--- src/design/css_pkg.sv ---
// Shared types and constants for the composite sync sequencer.
// No dependencies; used by css_step and composite_sync_sequencer_core.
package css_pkg;

  // configuration register indexes
  localparam logic [2:0] RegHsyncPeriod     = 3'd0;
  localparam logic [2:0] RegHalfSyncPeriod  = 3'd1;
  localparam logic [2:0] RegVsyncPeriod     = 3'd2;
  localparam logic [2:0] RegBackPorchPeriod = 3'd3;
  localparam logic [2:0] RegActivePeriod    = 3'd4;
  localparam logic [2:0] RegFirstVisLine    = 3'd5;
  localparam logic [2:0] RegLastLine        = 3'd6;

  // line ranges of the vertical interval
  localparam int unsigned VsyncLastLine = 3;
  localparam int unsigned EqualLastLine = 6;
  localparam int unsigned FieldLastLine = 9;

  // vertical sub-step codes
  localparam logic [1:0] VstepFirst = 2'd0;
  localparam logic [1:0] VstepLast  = 2'd3;

  // horizontal sub-step codes
  localparam logic [1:0] HstepSync   = 2'd1;
  localparam logic [1:0] HstepPorch  = 2'd2;
  localparam logic [1:0] HstepActive = 2'd3;

  // reset values of the configuration registers
  localparam logic [15:0] HsyncPeriodRst     = 16'd94;
  localparam logic [15:0] HalfSyncPeriodRst  = 16'd47;
  localparam logic [15:0] VsyncPeriodRst     = 16'd520;
  localparam logic [15:0] BackPorchPeriodRst = 16'd160;
  localparam logic [15:0] ActivePeriodRst    = 16'd1010;
  localparam logic [9:0]  FirstVisLineRst    = 10'd20;
  localparam logic [9:0]  LastLineRst        = 10'd220;

  typedef struct packed {
    logic [15:0] hsync_period;
    logic [15:0] half_sync_period;
    logic [15:0] vsync_period;
    logic [15:0] back_porch_period;
    logic [15:0] active_period;
    logic [9:0]  first_visible_line;
    logic [9:0]  last_line;
  } css_cfg_t;

  // sequencer control state apart from the line counter
  typedef struct packed {
    logic [1:0] vert_step;
    logic [1:0] horiz_step;
    logic       sync;
    logic       mark;
  } css_ctl_t;

  typedef struct packed {
    logic [15:0] next_period;
    logic        sync_level;
    logic        field_mark;
    logic        start_burst;
    logic [9:0]  line_number;
  } css_res_t;

endpackage

--- src/design/css_step.sv ---
// Next-state and result logic for one timer expiry of the sync sequencer.
// Depends on css_pkg.
module css_step #(
  parameter int unsigned LINE_BITS = 10
) (
  input  css_pkg::css_cfg_t     cfg_i,
  input  logic [LINE_BITS-1:0]  line_i,
  input  css_pkg::css_ctl_t     ctl_i,
  output logic [LINE_BITS-1:0]  line_o,
  output css_pkg::css_ctl_t     ctl_o,
  output css_pkg::css_res_t     res_o
);
  import css_pkg::*;

  localparam int unsigned CmpW = (LINE_BITS > 10) ? LINE_BITS : 10;

  logic [LINE_BITS-1:0] line_inc;
  logic [CmpW-1:0]      line_ext;
  logic [15:0]          period;
  logic                 burst;

  assign line_inc = line_i + {{(LINE_BITS-1){1'b0}}, 1'b1};
  assign line_ext = CmpW'(line_i);

  // walk the vertical interval or the parts of a visible line
  always_comb begin
    line_o = line_i;
    ctl_o  = ctl_i;
    period = cfg_i.active_period;
    burst  = 1'b0;
    if (line_i <= LINE_BITS'(VsyncLastLine)) begin
      // vertical sync pulses
      ctl_o.mark      = 1'b1;
      period          = ctl_i.vert_step[0] ? cfg_i.vsync_period : cfg_i.half_sync_period;
      ctl_o.sync      = ctl_i.vert_step[0];
      ctl_o.vert_step = ctl_i.vert_step + 2'd1;
      if (ctl_i.vert_step == VstepLast) begin
        line_o = line_inc;
      end
    end else if (line_i <= LINE_BITS'(EqualLastLine)) begin
      // equalizing pulses
      ctl_o.mark      = 1'b0;
      period          = ctl_i.vert_step[0] ? cfg_i.hsync_period : cfg_i.vsync_period;
      ctl_o.sync      = ctl_i.vert_step[0];
      ctl_o.vert_step = ctl_i.vert_step + 2'd1;
      if (ctl_i.vert_step == VstepLast) begin
        line_o = line_inc;
      end
    end else if (line_i <= LINE_BITS'(FieldLastLine)) begin
      // two steps a line, sync stays low on the second
      if (ctl_i.vert_step == VstepFirst) begin
        period          = cfg_i.half_sync_period;
        ctl_o.sync      = 1'b0;
        ctl_o.vert_step = 2'd1;
      end else begin
        period          = cfg_i.vsync_period;
        ctl_o.mark      = 1'b1;
        ctl_o.vert_step = VstepFirst;
        line_o          = line_inc;
      end
    end else begin
      // hsync, back porch, pixels
      ctl_o.mark = 1'b0;
      case (ctl_i.horiz_step)
        HstepSync: begin
          period           = cfg_i.hsync_period;
          ctl_o.sync       = 1'b0;
          ctl_o.horiz_step = HstepPorch;
        end
        HstepPorch: begin
          period           = cfg_i.back_porch_period;
          ctl_o.sync       = 1'b1;
          ctl_o.horiz_step = HstepActive;
        end
        default: begin
          period           = cfg_i.active_period;
          ctl_o.sync       = 1'b1;
          burst            = (line_ext >= CmpW'(cfg_i.first_visible_line));
          ctl_o.horiz_step = HstepSync;
          if (line_ext == CmpW'(cfg_i.last_line)) begin
            line_o = LINE_BITS'(1);
          end else begin
            line_o = line_inc;
          end
        end
      endcase
    end
  end

  // result fields
  always_comb begin
    res_o.next_period = period;
    res_o.sync_level  = ctl_o.sync;
    res_o.field_mark  = ctl_o.mark;
    res_o.start_burst = burst;
    res_o.line_number = 10'(line_i);
  end

endmodule

--- src/design/composite_sync_sequencer_core.sv ---
// Composite video sync sequencer: top level with config registers and pipeline.
// Depends on css_pkg and css_step.
//
//  channel | signals                                        | direction
//  --------+------------------------------------------------+----------
//  in      | in_valid_i, in_ready_o, tick_i                 | input
//  out     | out_valid_o, out_ready_i, next_period_o,       | output
//          | sync_level_o, field_mark_o, start_burst_o,     |
//          | line_number_o                                  |
//  cfg     | cfg_valid_i, cfg_ready_o, cfg_index_i,         | input
//          | cfg_data_i                                     |
//
// One item per cycle sustained while the output is not stalled; the result goes through
// the input register, then next-state logic into the result register.
// The line and step state updates in the cycle an item leaves the input register.
// A tick of 0 passes without a result and without a state change.
// Output stalls back up into the input register only when a result is waiting.
// Reset returns control state to line 1 and the first steps and loads the default periods and line limits.
module composite_sync_sequencer_core #(
  parameter int unsigned LINE_BITS = 10
) (
  input  logic        clk_i,
  input  logic        rst_ni,
  input  logic        in_valid_i,
  output logic        in_ready_o,
  input  logic        tick_i,
  output logic        out_valid_o,
  input  logic        out_ready_i,
  output logic [15:0] next_period_o,
  output logic        sync_level_o,
  output logic        field_mark_o,
  output logic        start_burst_o,
  output logic [9:0]  line_number_o,
  input  logic        cfg_valid_i,
  output logic        cfg_ready_o,
  input  logic [2:0]  cfg_index_i,
  input  logic [15:0] cfg_data_i
);
  import css_pkg::*;

  css_cfg_t             cfg_q;
  logic [LINE_BITS-1:0] line_q, line_d;
  css_ctl_t             ctl_q, ctl_d;
  logic                 s1_valid_q;
  logic                 s1_tick_q;
  logic                 s1_adv;
  logic                 step_fire;
  logic                 out_valid_q;
  css_res_t             res_d, res_q;

  // configuration writes, always accepted
  assign cfg_ready_o = 1'b1;

  always_ff @(posedge clk_i or negedge rst_ni) begin
    if (!rst_ni) begin
      cfg_q.hsync_period       <= HsyncPeriodRst;
      cfg_q.half_sync_period   <= HalfSyncPeriodRst;
      cfg_q.vsync_period       <= VsyncPeriodRst;
      cfg_q.back_porch_period  <= BackPorchPeriodRst;
      cfg_q.active_period      <= ActivePeriodRst;
      cfg_q.first_visible_line <= FirstVisLineRst;
      cfg_q.last_line          <= LastLineRst;
    end else if (cfg_valid_i) begin
      unique case (cfg_index_i)
        RegHsyncPeriod:     cfg_q.hsync_period       <= cfg_data_i;
        RegHalfSyncPeriod:  cfg_q.half_sync_period   <= cfg_data_i;
        RegVsyncPeriod:     cfg_q.vsync_period       <= cfg_data_i;
        RegBackPorchPeriod: cfg_q.back_porch_period  <= cfg_data_i;
        RegActivePeriod:    cfg_q.active_period      <= cfg_data_i;
        RegFirstVisLine:    cfg_q.first_visible_line <= cfg_data_i[9:0];
        RegLastLine:        cfg_q.last_line          <= cfg_data_i[9:0];
        default: ;
      endcase
    end
  end

  // input register advances unless a tick would overwrite a waiting result
  assign s1_adv     = s1_valid_q && (!s1_tick_q || !out_valid_q || out_ready_i);
  assign step_fire  = s1_adv && s1_tick_q;
  assign in_ready_o = !s1_valid_q || s1_adv;

  always_ff @(posedge clk_i or negedge rst_ni) begin
    if (!rst_ni) begin
      s1_valid_q <= 1'b0;
    end else if (in_ready_o) begin
      s1_valid_q <= in_valid_i;
    end
  end

  always_ff @(posedge clk_i) begin
    if (in_ready_o && in_valid_i) begin
      s1_tick_q <= tick_i;
    end
  end

  // sequencer step logic
  css_step #(
    .LINE_BITS(LINE_BITS)
  ) u_step (
    .cfg_i (cfg_q),
    .line_i(line_q),
    .ctl_i (ctl_q),
    .line_o(line_d),
    .ctl_o (ctl_d),
    .res_o (res_d)
  );

  // sequencer state
  always_ff @(posedge clk_i or negedge rst_ni) begin
    if (!rst_ni) begin
      line_q           <= LINE_BITS'(1);
      ctl_q.vert_step  <= VstepFirst;
      ctl_q.horiz_step <= HstepSync;
      ctl_q.sync       <= 1'b0;
      ctl_q.mark       <= 1'b0;
    end else if (step_fire) begin
      line_q <= line_d;
      ctl_q  <= ctl_d;
    end
  end

  // result register
  always_ff @(posedge clk_i or negedge rst_ni) begin
    if (!rst_ni) begin
      out_valid_q <= 1'b0;
    end else if (step_fire) begin
      out_valid_q <= 1'b1;
    end else if (out_ready_i) begin
      out_valid_q <= 1'b0;
    end
  end

  always_ff @(posedge clk_i) begin
    if (step_fire) begin
      res_q <= res_d;
    end
  end

  assign out_valid_o   = out_valid_q;
  assign next_period_o = res_q.next_period;
  assign sync_level_o  = res_q.sync_level;
  assign field_mark_o  = res_q.field_mark;
  assign start_burst_o = res_q.start_burst;
  assign line_number_o = res_q.line_number;

`ifndef SYNTH
  // a burst only starts on an active segment, outside vertical sync
  assert property (@(posedge clk_i) disable iff (!rst_ni)
    (out_valid_o && start_burst_o) |-> (sync_level_o && !field_mark_o))
    else $error("burst outside active segment");

  // backpressure only while an item is held in the input register
  assert property (@(posedge clk_i) disable iff (!rst_ni)
    !in_ready_o |-> (s1_valid_q && s1_tick_q && out_valid_q))
    else $error("input stalled without a waiting result");

  // line counter moves only when a tick is processed
  assert property (@(posedge clk_i) disable iff (!rst_ni)
    !step_fire |=> $stable(line_q))
    else $error("line counter changed without a tick");
`endif

endmodule

--- config.mk ---
export PLATFORM = sky130hd
export DESIGN_NAME = composite_sync_sequencer_core
export DESIGN_NICKNAME = d
export VERILOG_FILES = /design/src/design/css_pkg.sv /design/src/design/css_step.sv /design/src/design/composite_sync_sequencer_core.sv
export SDC_FILE = /design/constraint.sdc
export NUM_CORES = 1
export LEC_CHECK = 0
export CORE_MARGIN = 3
export CORE_UTILIZATION = 50
export DETAILED_ROUTE_END_ITERATION = 12
export DONT_BUFFER_PORTS = 1
export PLACE_DENSITY = 0.75
export SLEW_MARGIN = 20
export SYNTH_ARGS = -nofsm -noshare
export SYNTH_HDL_FRONTEND = slang
export SYNTH_SLANG_ARGS = --single-unit
--- constraint.sdc ---
create_clock -name clk_i -period 7.33 [get_ports clk_i]
set_input_delay 1.0995 -clock clk_i [delete_from_list [all_inputs] [get_ports clk_i]]
set_output_delay 1.0995 -clock clk_i [all_outputs]
set_load 0.1 [all_outputs]
Yosys cells after proc, flatten, opt, wreduce, memory -nomap -nowiden:

Cells that the tools add are included.

* register bits: 148
* input bits: 25
* output and inout port bits: 32
* logic and storage cells: 92

* $add $sub $neg: 2
* $lt $le $gt $ge: 4
* eq/ne operators: 12
* muxes and demuxes: 26
* bitwise gates (word level): 3
* reduce and logical (&&, ||, !) cells: 25

Operator list (number)
* two-way mux 16 bit: 6
* two-way mux 10 bit: 7
* one-hot mux 16 bit (2 select lines): 1
* AND reduction 2 bit: 8
* two-way mux 2 bit: 6
* adder 10 x 1 -> 10 bit, second input constant: 1
* equality test 10 bit: 1
* >= comparator 10 bit: 1
* <= comparator 10 x 2 -> 1 bit, second input constant: 1
* <= comparator 10 x 3 -> 1 bit, second input constant: 1
* <= comparator 10 x 4 -> 1 bit, second input constant: 1
* equality test 3 bit, second input constant: 3
* equality test 3 x 2 -> 1 bit, second input constant: 2
* one-hot mux 3 bit (2 select lines): 1
* two-way mux 1 bit: 5
* OR reduction 5 bit: 1
* equality test 2 bit, second input constant: 2
* != test 4 x 1 -> 1 bit, second input constant: 1
* != test 4 x 2 -> 1 bit, second input constant: 1
* AND reduction 4 bit: 1
* equality test 3 x 1 -> 1 bit, second input constant: 1
* logical AND 1 bit: 3
* logical NOT 1 bit: 3
* logical NOT 3 bit: 1
* other kinds (9): 13

Depth between registers and ports, before layout:

* depth after elaboration: 6
* depth in mapped cells: 11
* mapped depth without buffers: 7

Hierarchy:

Synthesis repeated with hierarchy kept, for this count alone.

* cells, all modules: 663
* area total of the unflattened synthesis: 8109.0 um^2

By module, submodules not included
* composite_sync_sequencer_core: instances 1, cells an instance 292, area each 5445.2 um^2, seq. area each 3891.2 um^2
* css_step: instances 1, cells an instance 371, area each 2663.8 um^2, seq. area each 0.0 um^2

Worst setup path after synthesis:

OpenSTA, ideal clock, no wires.

* path kind: in2out
* from: input out_ready_i
* to: output in_ready_o
* arrival: 1.962 ns
* data required time: 6.230 ns
* slack: 4.269 ns
* stages: 2
* buffers on the path: 0
* cell sequence: nor2b_1 > nand3_1

* longest elaborated chain between the ends: 3

Ends and longest elaborated chain
* from (decl): RTL line composite_sync_sequencer_core.sv:28 `input logic out_ready_i,`
* logical OR 1 bit: RTL line composite_sync_sequencer_core.sv:78 `assign s1_adv = s1_valid_q && (!s1_tick_q || !out_valid_q || out_ready_i);`
* logical AND 1 bit: RTL line composite_sync_sequencer_core.sv:78
* logical OR 1 bit: RTL line composite_sync_sequencer_core.sv:80 `assign in_ready_o = !s1_valid_q || s1_adv;`
* to (decl): RTL line composite_sync_sequencer_core.sv:25 `output logic in_ready_o,`

Every way passes these cells.

Worst setup path in the final report:

* from: register out_valid_q, in the netlist out_valid_o
* to: output in_ready_o

* longest elaborated chain between the ends: 5

Ends and longest elaborated chain
* from (decl): RTL line composite_sync_sequencer_core.sv:48 `logic out_valid_q;`
* from (signal assigned): RTL line composite_sync_sequencer_core.sv:125 `out_valid_q <= 1'b0;`
* from (signal assigned): RTL line composite_sync_sequencer_core.sv:127 `out_valid_q <= 1'b1;`
* from (signal assigned): RTL line composite_sync_sequencer_core.sv:129 `out_valid_q <= 1'b0;`
* logical NOT 1 bit: RTL line composite_sync_sequencer_core.sv:78
* logical OR 1 bit (2 in series): RTL line composite_sync_sequencer_core.sv:78
* logical AND 1 bit: RTL line composite_sync_sequencer_core.sv:78
* logical OR 1 bit: RTL line composite_sync_sequencer_core.sv:80

Every way passes these cells.

==> results.ini <==
[route]
routed_wirelength_mm=17.0
drc=0
drt_first_iter_violations=545
wire_per_inst_um=21.7
drt_pass1_iterations=4
vias=4836
ant_nets=0
avgViaCountPerCell=6.19

[grt]
antenna_found_initial=0
grt_pass1_wl_mm=27.5
grt_usage_pct=21.9
grt_start_max_net_pins=119
first_global_vias=5115
overflow=0

[synth]
syn_area_per_cell_um2=12.4
synth_nets=641
synth-edff-count=30
ys_top_cells_by_area=dfrtp_1, mux2_2, edfxtp_1, dfstp_2, mux2i_1
synth_cell_types=53
yosysSeqAreaShare_pct=52.3
synthesis.area_um2=7440
ys_ff_latch=148
async_flop_share_pct=79.7
ys_top_cells_by_count=mux2_2, dfrtp_1, mux2i_1
synthCells=598
synth_most_common_cell=mux2_2
synth_top_area_share_pct=29.6
synth-main-ff-cell=dfrtp_1
yosys_warnings=0
yosys.area.top_type=dfrtp_1

[setup_path]
crit_chain=nor2b_1 > nand3_1
ff2ff_setup_slack_ns=4.19
crit_required_ns=6.23
cp_max_fo=3
path_class=flop to output pin
slowest_delay_ns=0.95
slowest_stage=dfrtp_1
r2r_cells=8
end_kind=output pin
r2r-end=line_q[9]
arrival_ns=2.40
critical-path-top-delay-family=simple AND/OR/NAND/NOR gates
crit_path_start_kind=flop
cp-startpoint=out_valid_o
path_buf_inv=0
r2r_start=line_q[0]

[finish]
fin_area_um2=8240
diodes=0
drive_gt1_share_pct=30.6
synthToLayoutAreaGrowth_pct=10.6
nNetsFinal=631

[placement]
gp_congestion=0.817
dpl_cell_area_um2=7590
hpwl_mm=10.5
port_buffers=0

[clocking]
cts-hold-fix-buffers=0
cts_sinks=148
numCtsBuffers=17
cts-root-buf=clkbuf_16
cts_tree=yes
post_cts_buffers=0
clock_latency_ns=0.44
clock_path_buffers=2
htree_levels=4
clkTransAtPathRegs_ns=0.06
post_cts_resized=0

[pwr]
irDropWorstVdd_mv=0.193
internal-power_uw=2120
seqPwrFrac_pct=43.5
power_frac_comb_pct=28.7
switching_share_pct=36.2
power_uw=3320
leakage_uw=0.00328
power.density_nw_per_um2=404
switching_power_uw=1200
p_clk_share_pct=27.9

[sta]
max_freq_ghz=0.285
tightest_slew_ns=1.08
drv_slew=0
period_needed_ns=3.50
finalSetupViolCount=0
rsz0062_at_grt=no
finalCritPeriodShare_pct=47.8
max_slew_margin_pct=27.6
hold_violations=0
skew_ns=0.00975
setup_tns_ns=0

[floorplanning]
die_x_um=128
io_pins=57
dieArea_um2=16400
rows=43
initial_core_util_pct=52.4
fp.coreArea_um2=14200
die_y_um=128

[hold_path]
hold_class=input port to asynchronous set/reset pin

[job]
drv_cap=0

[status]
status=complete, no violations

-- layer usage --
metal / global-route usage (%) / up-vias / routed length, um
met4: 8.61 / 0 / 441
met5: 0 / - / 0
li1: - / 2217 / -
met1: 28.1 / 2472 / 7290
met2: 34.5 / 115 / 8260
met3: 7.00 / 32 / 966
-- sequential cells by signal, summed over array words and instances (netlist names) --
| name | flops |
|---|---|
| ctl_q | 6 |
| next_period_o | 16 |
| line_number_o | 10 |
| line_q | 10 |
| s1_valid_q | 1 |
| out_valid_o | 1 |
| field_mark_o | 1 |
| sync_level_o | 1 |
| cfg_q | 100 |
| start_burst_o | 1 |
| s1_tick_q | 1 |
-- final cells by class --
| cell class | count | area [um2] |
|---|---|---|
| inverters | 17 | 63.8 |
| flip-flops and latches | 148 | 3890 |
| fillers | 1164 | 5970 |
| repair buffers | 10 | 78.8 |
| well taps | 180 | 225 |
| clock inverters | 10 | 154 |
| clock buffers | 22 | 474 |
| multi-input cells | 394 | 3350 |
-- worst max-delay path by stage --
| stage | endpoint | slack [ns] | cells past startpoint |
|---|---|---|---|
| 2_1_floorplan | in_ready_o | 4.27 | 2 |
| 3_3_place_gp | in_ready_o | 4.23 | 2 |
| 3_5_place_dp | line_q[9] | 4.24 | 8 |
| 4_1_cts | in_ready_o | 3.81 | 2 |
| 5_1_grt | in_ready_o | 3.77 | 2 |
| 6_report | in_ready_o | 3.83 | 2 |
-- logic make-up after synthesis --
group,count (synthesis),share of synthesized area (%)
AOI/OAI and AO/OA,112,10.9
xor gates and xnor gates,10,1.18
adders and majority gates,18,3.03
buffers and inverters,56,2.97
DFF,148,52.3
muxes,153,22.3
other,1,0.0504
and+or+nand+nor,100,7.29
-- worst register-to-register path, stage by stage (launching register included) --
cell	delay [ns]
dfstp_2	0.63
inv_1	0.11
ha_1	0.21
o21ba_2	0.24
o211ai_2	0.44
buf_4	0.34
nand4_1	0.37
nor3b_2	0.36
a221o_1	0.33
-- per-stage QoR --
step | util [%] | hold slack [ns] | setup slack, ns | cells
6_report | 58.0 | 0.367 | 3.83 | 781
5_1_grt | 58.0 | 0.349 | 3.77 | 781
4_1_cts | 57.9 | 0.355 | 3.81 | 780
3_5_place_dp | 53.4 | 0.470 | 4.24 | 748
3_3_place_gp | 53.4 | 0.453 | 4.23 | 748
2_1_floorplan | - | 0.440 | 4.27 | 598
-- cell usage in the layout, fill, tap and decap left out, drive strengths merged, types with 6 or more instances in the layout --
cell    instances
a21oi           6
a221o           9
a22oi          29
and3           10
buf            10
clkbuf         22
clkinv          6
dfrtp          88
dfstp          30
edfxtp         30
ha             18
inv            17
mux2          102
mux2i          51
nand2          25
nand2b          6
nand3          11
nor2           21
o211ai         27
o21ai          19
xor2           10
-- power by group through the flow --
stage | registers, uW | clock network (uW) | logic (uW)
2_1_floorplan | 1350 | 0 | 796
3_3_place_gp | 1440 | 0 | 893
3_5_place_dp | 1460 | 0 | 939
4_1_cts | 1440 | 933 | 953
5_1_grt | 1480 | 973 | 1060
6_report | 1450 | 927 | 953
No activity file was read; power rests on OpenSTA's default activity.
